<file path="src/pttl_pkg.sv">
package pttl_pkg;

    // Operation codes carried in the func field
    localparam logic [1:0] FUNC_TAINT = 2'd0;
    localparam logic [1:0] FUNC_CLEAR = 2'd1;
    localparam logic [1:0] FUNC_QUERY = 2'd2;

    // Result status codes
    localparam logic [2:0] STS_REFRESHED = 3'd0;
    localparam logic [2:0] STS_INSERTED  = 3'd1;
    localparam logic [2:0] STS_FULL      = 3'd2;
    localparam logic [2:0] STS_RESERVED  = 3'd3;
    localparam logic [2:0] STS_CLEARED   = 3'd4;
    localparam logic [2:0] STS_NOT_FOUND = 3'd5;
    localparam logic [2:0] STS_EXPIRED   = 3'd6;
    localparam logic [2:0] STS_LIVE      = 3'd7;

    // Configuration register indexes
    localparam int unsigned CFG_IDX_W = 2;
    localparam logic [CFG_IDX_W-1:0] CFG_TTL        = 2'd0;
    localparam logic [CFG_IDX_W-1:0] CFG_RESERVED_A = 2'd1;
    localparam logic [CFG_IDX_W-1:0] CFG_RESERVED_B = 2'd2;

    localparam logic [63:0] TTL_RESET        = 64'd18000000000;
    localparam logic [31:0] RESERVED_A_RESET = 32'd0;
    localparam logic [31:0] RESERVED_B_RESET = 32'd4;

    // Bits of the id above the two dropped low bits
    localparam int unsigned KEY_W = 30;

    typedef struct packed {
        logic [1:0]  func;
        logic [31:0] proc_id;
        logic [31:0] category_bits;
        logic [63:0] time_now;
    } in_item_t;

    typedef struct packed {
        logic       is_tainted;
        logic [2:0] status;
    } out_item_t;

    typedef struct packed {
        logic        valid;
        logic [31:0] owner;
        logic [31:0] cats;
        logic [63:0] stamp;
    } way_t;

    typedef enum logic [2:0] {
        ST_CLEAR,
        ST_IDLE,
        ST_DIV,
        ST_REM,
        ST_READ,
        ST_EVAL
    } pttl_state_t;

    typedef struct packed {
        logic load;
        logic div_step;
        logic rem_step;
        logic commit;
        logic clr_step;
    } pttl_cmd_t;

    typedef struct packed {
        logic clr_last;
        logic out_busy;
    } pttl_sts_t;

endpackage

</file>
<file path="src/pttl_ctrl.sv">
module pttl_ctrl (
    input  logic                 aclk,
    input  logic                 aresetn,
    input  logic                 s_valid,
    output logic                 s_ready,
    output pttl_pkg::pttl_cmd_t  cmd,
    input  pttl_pkg::pttl_sts_t  sts
);
    import pttl_pkg::*;

    pttl_state_t state_reg;
    pttl_state_t state_next;

    always_ff @(posedge aclk) begin
        if (!aresetn) begin
            state_reg <= ST_CLEAR;
        end else begin
            state_reg <= state_next;
        end
    end

    always_comb begin
        state_next = state_reg;
        cmd        = '0;
        s_ready    = 1'b0;
        unique case (state_reg)
            ST_CLEAR: begin
                cmd.clr_step = 1'b1;
                if (sts.clr_last) begin
                    state_next = ST_IDLE;
                end
            end
            ST_IDLE: begin
                s_ready = 1'b1;
                if (s_valid) begin
                    cmd.load   = 1'b1;
                    state_next = ST_DIV;
                end
            end
            ST_DIV: begin
                cmd.div_step = 1'b1;
                state_next   = ST_REM;
            end
            ST_REM: begin
                cmd.rem_step = 1'b1;
                state_next   = ST_READ;
            end
            ST_READ: begin
                state_next = ST_EVAL;
            end
            ST_EVAL: begin
                // hold the row until the previous result has left
                if (!sts.out_busy) begin
                    cmd.commit = 1'b1;
                    state_next = ST_IDLE;
                end
            end
            default: begin
                state_next = ST_CLEAR;
            end
        endcase
    end

endmodule

</file>
<file path="config.mk">
export PLATFORM = sky130hd
export DESIGN_NAME = pttl_ctrl
export DESIGN_NICKNAME = d
export VERILOG_FILES = /design/src/pttl_pkg.sv /design/src/pttl_ctrl.sv
export SDC_FILE = /design/constraint.sdc
export NUM_CORES = 1
export LEC_CHECK = 0
export ABC_AREA = 1
export BUFFER_PORTS_ARGS = -buffer_cell sky130_fd_sc_hd__buf_4
export CAP_MARGIN = 20
export CORE_AREA = 2 2 39 41
export DETAILED_ROUTE_END_ITERATION = 12
export DIE_AREA = 0 0 41 43
export HOLD_SLACK_MARGIN = 0.08
export PLACE_DENSITY = 0.34
export REMOVE_ABC_BUFFERS = 1
export SYNTH_ARGS = -nofsm -noshare
export SYNTH_HDL_FRONTEND = slang
export SYNTH_SLANG_ARGS = --single-unit
</file>
<file path="constraint.sdc">
create_clock -name aclk -period 1.1 [get_ports aclk]
set_clock_uncertainty 0.1 [all_clocks]
set_input_delay 0.33 -clock aclk [delete_from_list [all_inputs] [get_ports aclk]]
set_output_delay 0.33 -clock aclk [all_outputs]
set_load 0.03 [all_outputs]
</file>
==> results of run 1 <==
==> final cells by class <==
cell class,count,area share [%]
sequential,3,14.0
clock buffer,4,5.16
inverter,7,5.65
timing repair buffer,24,38.3
multi-input combinational,22,32.9
tap,16,3.93
==> worst max path at each step <==
stage	startpoint	end	slack (ns)
after floorplan	state_reg[0]	cmd[1]	-0.74
after global placement	state_reg[2]	cmd[1]	-0.24
after detailed placement	sts[0]	cmd[1]	-0.25
after CTS	state_reg[1]	cmd[3]	-0.41
after global routing	state_reg[0]	cmd[0]	-0.43
final	state_reg[0]	cmd[0]	-0.38
==> worst max-delay path: cells and delay by family (launching register included) <==
family / cells / cell delay (ns)
buf+inv: 2 / 0.30
simple gates: 1 / 0.16
flops: 1 / 0.35
==> per-layer routing <==
metal / track usage, % / wire length, um / vias to the layer above
met3: 3.14 / 37 / 0
met4: 4.00 / 0 / 0
met5: 0 / 0 / -
met1: 8.31 / 299 / 127
met2: 11.9 / 318 / 6
li1: - / - / 161
==> logic make-up (layout without fill, tap and decap cells) <==
family,Yosys count,after routing,share of synthesized area [%]
AOI/OAI and AO/OA,3,3,7.79
buffers and inverters,7,35,13.6
and+or+nand+nor,19,19,47.4
DFF,3,3,31.2
==> layout by cell type, fill, tap and decap left out <==
cell	netlist	layout
buf_6	0	4
o21ai_2	0	1
nand2_2	0	2
inv_1	5	3
nand4_1	1	1
nand2_1	4	2
a21oi_1	2	1
clkbuf_1	0	1
nor4_2	0	1
nor3_2	1	3
nor2_2	1	2
nor2_4	0	2
inv_4	0	1
nor2_1	6	3
clkbuf_4	0	3
inv_2	2	3
nand3_2	0	3
a21oi_2	0	1
buf_4	0	20
dfxtp_4	0	3
==> metrics by stage <==
stage,hold slack (ns),instance area [um2],worst slack [ns],setup TNS [ns]
after floorplan,0.357,193,-0.738,-2.87
after global placement,0.493,363,-0.245,-1.41
after detailed placement,0.491,363,-0.250,-1.26
after CTS,0.237,410,-0.405,-2.47
after global routing,0.235,509,-0.429,-2.70
final,0.233,509,-0.382,-2.21
==> power breakdown <==
part	switching (mW)	total (mW)	internal (mW)
sequential	0.0228	0.146	0.123
clock	0.0564	0.192	0.136
combinational	0.160	0.327	0.167
total	0.239	0.665	0.425
==> repair_timing <==
action	4_1_cts	5_1_grt
endpoints found under the setup margin	8	9
buffers inserted	1	4
pin swaps	0	9
gates resized for setup	7	21
==> out/results.md, run 1 <==
| Step | Parameter | This run |
|---|---|---|
| synth | Netlist area before placement | 193 um2 |
| run status | Failing checks | setup timing |
| worst setup path | Reg2reg start | state_reg[0] |
| floorplan | Height of the chip | 43 um |
| timing | Number of slew-limit violations in the final report | 0 |
| placement | GP Congestion | 0.699 |
| hold path | Min-delay src | aresetn |
| synth | Area fraction of the dominant cell type after synthesis | 31.2% |
| routing | Initial DRC Count | 3 |
| clocking | CTS Hold Buffers Added | 0 |
| synth | Number of enable-type register cells in the synthesized netlist | 0 |
| grt | Antenna violations before repair | 0 |
| layout | Diodes inserted | 0 |
| grt | Total routing usage reported by global routing | 7.62% |
| routing | Drt drc | 0 |
| layout | Post-Layout Cell Count | 76 |
| hold path | Hold-critical path depth | 3 |
| routing | Via total after detailed routing | 294 |
| worst setup path | Slowest stage cell on the critical path | dfxtp_4 |
| synth | Synth area leader | dfxtp_1 |
| timing | Max-slew headroom at the worst pin | 86.5% |
| floorplan | Horizontal die dimension | 41 um |
| placement | Inst Count DP | 68 |
| synth | YS warnings | 0 |
| worst setup path | Arrival @ worst endpoint | 1.05 ns |
| layout | Layout-stage area growth over the synthesis result | 164% |
| worst setup path | Startpoint kind of the worst setup timing path | register |
| layout | Max FFs per register | 3 |
| placement | I/O Buffers | 10 |
| placement | Placed wire-length estimate after detailed placement | 472 um |
| layout | Share of final-layout standard cells stronger than drive strength 1 | 81.7% |
| synth | Register bit total from synthesis | 3 |
| power | Lkg Pwr | 0.254 nW |
| timing | Final critical path time including I/O delays and setup | 1.48 ns |
| hold path | Hold Path Sink | state_reg[0] |
| clocking | CTS tree | built |
| floorplan | Die ar. | 0.00176 mm2 |
| layout | Final net count | 66 |
| grt | First-pass GRT wire length | 903 um |
| clocking | Worst-case clock buffer depth | 2 |
| timing | Setup repair after global routing missed its margin | yes |
| timing | Final setup violation count | 9 |
| floorplan | Floorplan core area | 0.00138 mm2 |
| layout | Utilization of the core after routing | 36.8% |
| job | Maximum capacitance violations | 0 |
| synth | Primary FF master, synth | dfxtp_1 |
| worst setup path | Data required time at the worst endpoint | 0.67 ns |
| timing | Smallest setup slack after layout | -0.382 ns |
| run status | Result of the run | finished, violations left |
| grt | Vias in the first global route | 253 |
| routing | Post-Route WL | 655 um |
| clocking | CTS H-tree lvls | 1 |
| worst setup path | Crit path cell chain | buf_6 > nor3_2 > buf_4 |
| routing | Antenna violation net count after detailed routing | 0 |
| synth | Number of distinct library cell variants in the gate-level netlist after synthesis | 13 |
| grt | Total congestion overflow | 0 |
| worst setup path | CP Max Fanout | 3 |
| synth | Synth top area cells | dfxtp_1 31%, nor2_1 12%, inv_1 9.7%, nand3_1 7.8%, nand2_1 7.8% |
| worst setup path | Worst Reg-to-Reg Cells | 7 |
| clocking | Clock slew at the register clock pins of the worst setup and hold paths | 0.04 ns |
| clocking | Clock insertion delay at the later pin of the skew report | 0.23 ns |
| clocking | Clk sinks | 3 |
| timing | Slew at the pin closest to its max-slew limit | 0.201 ns |
| routing | Routed wire per std cell | 8.62 um |
| floorplan | Standard-cell row count | 14 |
| synth | Async set-reset flop share out of synthesis | 0% |
| timing | Final hold violations | 0 |
| hold path | Worst min-delay path class | in2reg |
| power | Pwr Density | 1310 mW/mm2 |
| layout | Area used by multi-input combinational logic | 168 um2 |
| layout | Register Area | 71.3 um2 |
| routing | Vias per cell | 3.87 |
| power | IR Drop Worst-Case VDD | 0.610 mV |
| clocking | Inserted Clock Buffers | 3 |
| power | Total power after layout | 665 uW |
| worst setup path | FF-to-FF setup slack | -0.09 ns |
| synth | Sequential element share of the synthesized area | 31.2% |
| floorplan | Number of top-level design ports | 11 |
| synth | Syn Area/Cell | 6.02 um2 |
| worst setup path | Setup Crit Path Kind | reg2out |
| worst setup path | Worst flop-to-flop path endpoint | state_reg[0] |
| floorplan | Initial cell density of the core | 13.9% |
| synth | Top-count cell post-synth | nor2_1 |
| clocking | Cell chosen for the clock root | clkbuf_4 |
| grt | Maximum number of pins on one net before global-route repair | 8 |
| worst setup path | Element type at the critical path end | primary output |
| timing | Max Freq | 675 MHz |
| timing | Final worst path period share | 135% |
| worst setup path | Largest stage delay, worst path | 0.35 ns |
| synth | Synthesized instance count | 32 |
| layout | Fillers | 161 |
| synth | Most instantiated cells after synthesis | 6 x nor2_1, 5 x inv_1, 4 x nand2_1, 3 x dfxtp_1, 3 x nand3_1 |
| routing | Pre-antenna DRT Iters | 2 |
No activity file was read; power rests on OpenSTA's default activity.
==> inputs of run 2 (changes only) <==
- ABC_AREA: 1 -> unset
- PLACE_DENSITY: 0.34 -> 0.33
- SETUP_SLACK_MARGIN: unset -> 0.3
==> run 2 against run 1 <==
Against the previous run:
- the run still ends with setup timing left
- sequential share of layout area rose by 4.5 points
- critical path type unchanged
- via count down 22%
- highest routed layer unchanged
- hold slack got worse by 0.0041 ns
- flip-flop and latch count is the same
- largest cell class unchanged
==> out/results.md, run 2 <==
| Step | Parameter | This run | Change |
|---|---|---|---|
| run status | Result of the run | finished, violations left | unchanged |
| run status | Failing checks | setup timing | unchanged |
| floorplan | Floorplan core area | 0.00138 mm2 | unchanged |
| layout | Area used by multi-input combinational logic | 125 um2 | was 168 um2 |
| synth | Syn Area/Cell | 8.53 um2 | was 6.02 um2 |
| layout | Fillers | 157 | was 161 |
| timing | Number of slew-limit violations in the final report | 0 | unchanged |
| worst setup path | Data required time at the worst endpoint | 0.67 ns | about the same |
| worst setup path | Element type at the critical path end | primary output | unchanged |
| routing | Antenna violation net count after detailed routing | 0 | unchanged |
| clocking | CTS H-tree lvls | 1 | unchanged |
| worst setup path | Largest stage delay, worst path | 0.36 ns | was 0.35 ns |
| power | Lkg Pwr | 0.174 nW | was 0.254 nW |
| clocking | Inserted Clock Buffers | 3 | unchanged |
| worst setup path | Crit-path leading delay family | flip-flops | unchanged |
| synth | Register bit total from synthesis | 3 | unchanged |
| synth | Synth top area cells | dfxtp_1 32%, and3b_1 9.3%, nor2b_1 6.7%, nor3b_2 6.7%, buf_6 6.0% | was dfxtp_1 31%, nor2_1 12%, inv_1 9.7%, nand3_1 7.8%, nand2_1 7.8% |
| synth | Synthesized instance count | 22 | was 32 |
| worst setup path | Setup Crit Path Kind | reg2out | unchanged |
| worst setup path | Startpoint kind of the worst setup timing path | register | unchanged |
| synth | Most instantiated cells after synthesis | 3 x dfxtp_1, 2 x and3b_1, 2 x nor2b_1, 2 x nor3_1, 2 x o21ai_1 | was 6 x nor2_1, 5 x inv_1, 4 x nand2_1, 3 x dfxtp_1, 3 x nand3_1 |
| synth | YS warnings | 0 | unchanged |
| routing | Via total after detailed routing | 228 | was 294 |
| layout | Diodes inserted | 0 | unchanged |
| floorplan | Initial cell density of the core | 13.6% | was 13.9% |
| clocking | Clk sinks | 3 | unchanged |
| layout | Share of final-layout standard cells stronger than drive strength 1 | 64.3% | was 81.7% |
| worst setup path | Arrival @ worst endpoint | 1.08 ns | was 1.05 ns |
| synth | Area fraction of the dominant cell type after synthesis | 32.0% | was 31.2% |
| synth | Async set-reset flop share out of synthesis | 0% | unchanged |
| routing | Post-Route WL | 539 um | was 655 um |
| timing | Max-slew headroom at the worst pin | 87.9% | was 86.5% |
| clocking | Clock insertion delay at the later pin of the skew report | 0.23 ns | about the same |
| worst setup path | Worst flop-to-flop path endpoint | state_reg[2] | was state_reg[0] |
| job | Maximum capacitance violations | 0 | unchanged |
| synth | Main combinational cell family by area after synthesis | simple AND/OR/NAND/NOR gates | unchanged |
| floorplan | Height of the chip | 43 um | unchanged |
| placement | I/O Buffers | 10 | unchanged |
| placement | GP Congestion | 0.683 | was 0.699 |
| timing | Final critical path time including I/O delays and setup | 1.51 ns | was 1.48 ns |
| clocking | Worst-case clock buffer depth | 2 | unchanged |
| synth | Multiplexer share of the synthesized area | 0% | unchanged |
| routing | Routed wire per std cell | 9.29 um | was 8.62 um |
| power | Total power after layout | 471 uW | was 665 uW |
| timing | Setup repair after global routing missed its margin | yes | unchanged |
| floorplan | Number of top-level design ports | 11 | unchanged |
| worst setup path | CP Max Fanout | 7 | was 3 |
| hold path | Worst min-delay path class | in2reg | unchanged |
| layout | Most common library cell in the layout ignoring fill and taps | buf_4 | unchanged |
| layout | Commonest cells after routing, fill and taps aside | 14 x buf_4, 3 x clkbuf_4, 3 x buf_6, 3 x dfxtp_4 | was 20 x buf_4, 4 x buf_6 |
| grt | Maximum number of pins on one net before global-route repair | 8 | unchanged |
| routing | Vias per cell | 3.93 | was 3.87 |
| floorplan | Horizontal die dimension | 41 um | unchanged |
| synth | Netlist area before placement | 188 um2 | was 193 um2 |
| worst setup path | FF-to-FF setup slack | -0.02 ns | was -0.09 ns |
| synth | Adder-cell area share of the yosys netlist | 0% | unchanged |
| floorplan | Die ar. | 0.00176 mm2 | unchanged |
| synth | Synthesized-area fraction occupied by and/or/nand/nor cells | 44.7% | was 47.4% |
| clocking | Clock slew at the register clock pins of the worst setup and hold paths | 0.04 ns | about the same |
| synth | Area fraction in compound gates after synthesis | 15.3% | was 7.79% |
| timing | Final setup violation count | 7 | was 9 |
| routing | Pre-antenna DRT Iters | 2 | unchanged |
| grt | Total routing usage reported by global routing | 7.82% | was 7.62% |
| routing | Drt drc | 0 | unchanged |
| timing | Smallest setup slack after layout | -0.406 ns | was -0.382 ns |
| synth | Number of enable-type register cells in the synthesized netlist | 0 | unchanged |
| worst setup path | Cell count along the critical path | 3 | unchanged |
| timing | Max Freq | 664 MHz | was 675 MHz |
| synth | Top-count cell post-synth | dfxtp_1 | was nor2_1 |
| synth | Primary FF master, synth | dfxtp_1 | unchanged |
| timing | Final worst path period share | 137% | was 135% |
| power | IR Drop Worst-Case VDD | 0.371 mV | was 0.610 mV |
| timing | Slew at the pin closest to its max-slew limit | 0.181 ns | was 0.201 ns |
| hold path | Hold-critical path depth | 2 | was 3 |
| synth | Synth area leader | dfxtp_1 | unchanged |
| routing | Initial DRC Count | 3 | unchanged |
| worst setup path | Crit path cell chain | nor3b_4 > and2_4 > buf_6 | was buf_6 > nor3_2 > buf_4 |
| clocking | CTS Hold Buffers Added | 0 | unchanged |
| clocking | Cell chosen for the clock root | clkbuf_4 | unchanged |
| worst setup path | Start point of the critical path | state_reg[1] | was state_reg[0] |
| power | Pwr Density | 1220 mW/mm2 | was 1310 mW/mm2 |
| grt | First-pass GRT wire length | 862 um | was 903 um |
| layout | Final net count | 48 | was 66 |
| worst setup path | Crit path to | cmd[4] | was cmd[0] |
| timing | Final hold violations | 0 | unchanged |
| grt | Antenna violations before repair | 0 | unchanged |
| layout | Layout-stage area growth over the synthesis result | 105% | was 164% |
| layout | Register Area | 71.3 um2 | unchanged |
| placement | Worst setup timing slack at the placement stage | -0.283 ns | was -0.250 ns |
| clocking | CTS tree | built | unchanged |
| worst setup path | Slowest stage cell on the critical path | dfxtp_4 | unchanged |
| worst setup path | Reg2reg start | state_reg[2] | was state_reg[0] |
| worst setup path | Sum of buffers and inverters on the critical path | 1 | was 2 |
| grt | Total congestion overflow | 0 | unchanged |
| synth | Xor/xnor share of the synthesized area | 0% | unchanged |
| worst setup path | Worst Reg-to-Reg Cells | 4 | was 7 |
| layout | Max FFs per register | 3 | unchanged |
| grt | Vias in the first global route | 231 | was 253 |
| placement | Placed wire-length estimate after detailed placement | 385 um | was 472 um |
| floorplan | Standard-cell row count | 14 | unchanged |
| synth | Sequential element share of the synthesized area | 32.0% | was 31.2% |
| synth | Number of distinct library cell variants in the gate-level netlist after synthesis | 16 | was 13 |
## run 2: repair_timing
| action | CTS | global route |
|---|---|---|
| buffers inserted | 3 | 0 |
| endpoints found under the setup margin | 9 | 9 |
| hold endpoints to repair | 0 | 0 |
| gates resized for setup | 9 | 3 |
| pin swaps | 1 | 2 |
| gates cloned | 0 | 0 |
## run 2: logic make-up after synthesis
| family | Yosys count |
|---|---|
| AOI/OAI and AO/OA | 5 |
| buffers and inverters | 2 |
| DFF | 3 |
| and+or+nand+nor | 12 |
## run 2: how the worst min path moves through the flow
stage	start	to	slack, ns
6_report	aresetn	state_reg[2]	0.23
4_1_cts	aresetn	state_reg[2]	0.22
5_1_grt	aresetn	state_reg[2]	0.25
2_1_floorplan	aresetn	state_reg[2]	0.36
3_3_place_gp	aresetn	state_reg[2]	0.47
3_5_place_dp	aresetn	state_reg[2]	0.48
## run 2: through the flow
stage                     area, um2  util, %  std cells  setup TNS (ns)  hold slack, ns
after floorplan                 176        -         21           -2.42           0.358
after global placement          302     21.8         51           -1.09           0.468
after detailed placement        302     21.8         51           -1.18           0.478
after CTS                       377     27.2         58           -2.24           0.221
after global routing            385     27.8         58           -2.49           0.251
final                           385     27.8         58           -2.11           0.229
## run 2: power breakdown
group / internal [mW] / total (mW) / switching [mW]
clock: 0.136 / 0.194 / 0.0582
sequential: 0.115 / 0.129 / 0.0140
combinational: 0.0800 / 0.148 / 0.0678
total: 0.331 / 0.471 / 0.140
## run 2: final cells by class
type	count	share of cell area, %
multi-input combinational	17	32.5
clock buffer	4	6.82
inverter	1	0.974
tap	16	5.19
timing repair buffer	17	36.0
sequential	3	18.5
## run 2: layer usage
metal  GRT usage (%)  routed length (um)  vias to the layer above
met4            8.00                   0                        0
met3            3.14                   4                        0
met2            12.5                 338                        2
met1            6.41                 196                      107
met5               0                   0                        -
li1                -                   -                      119
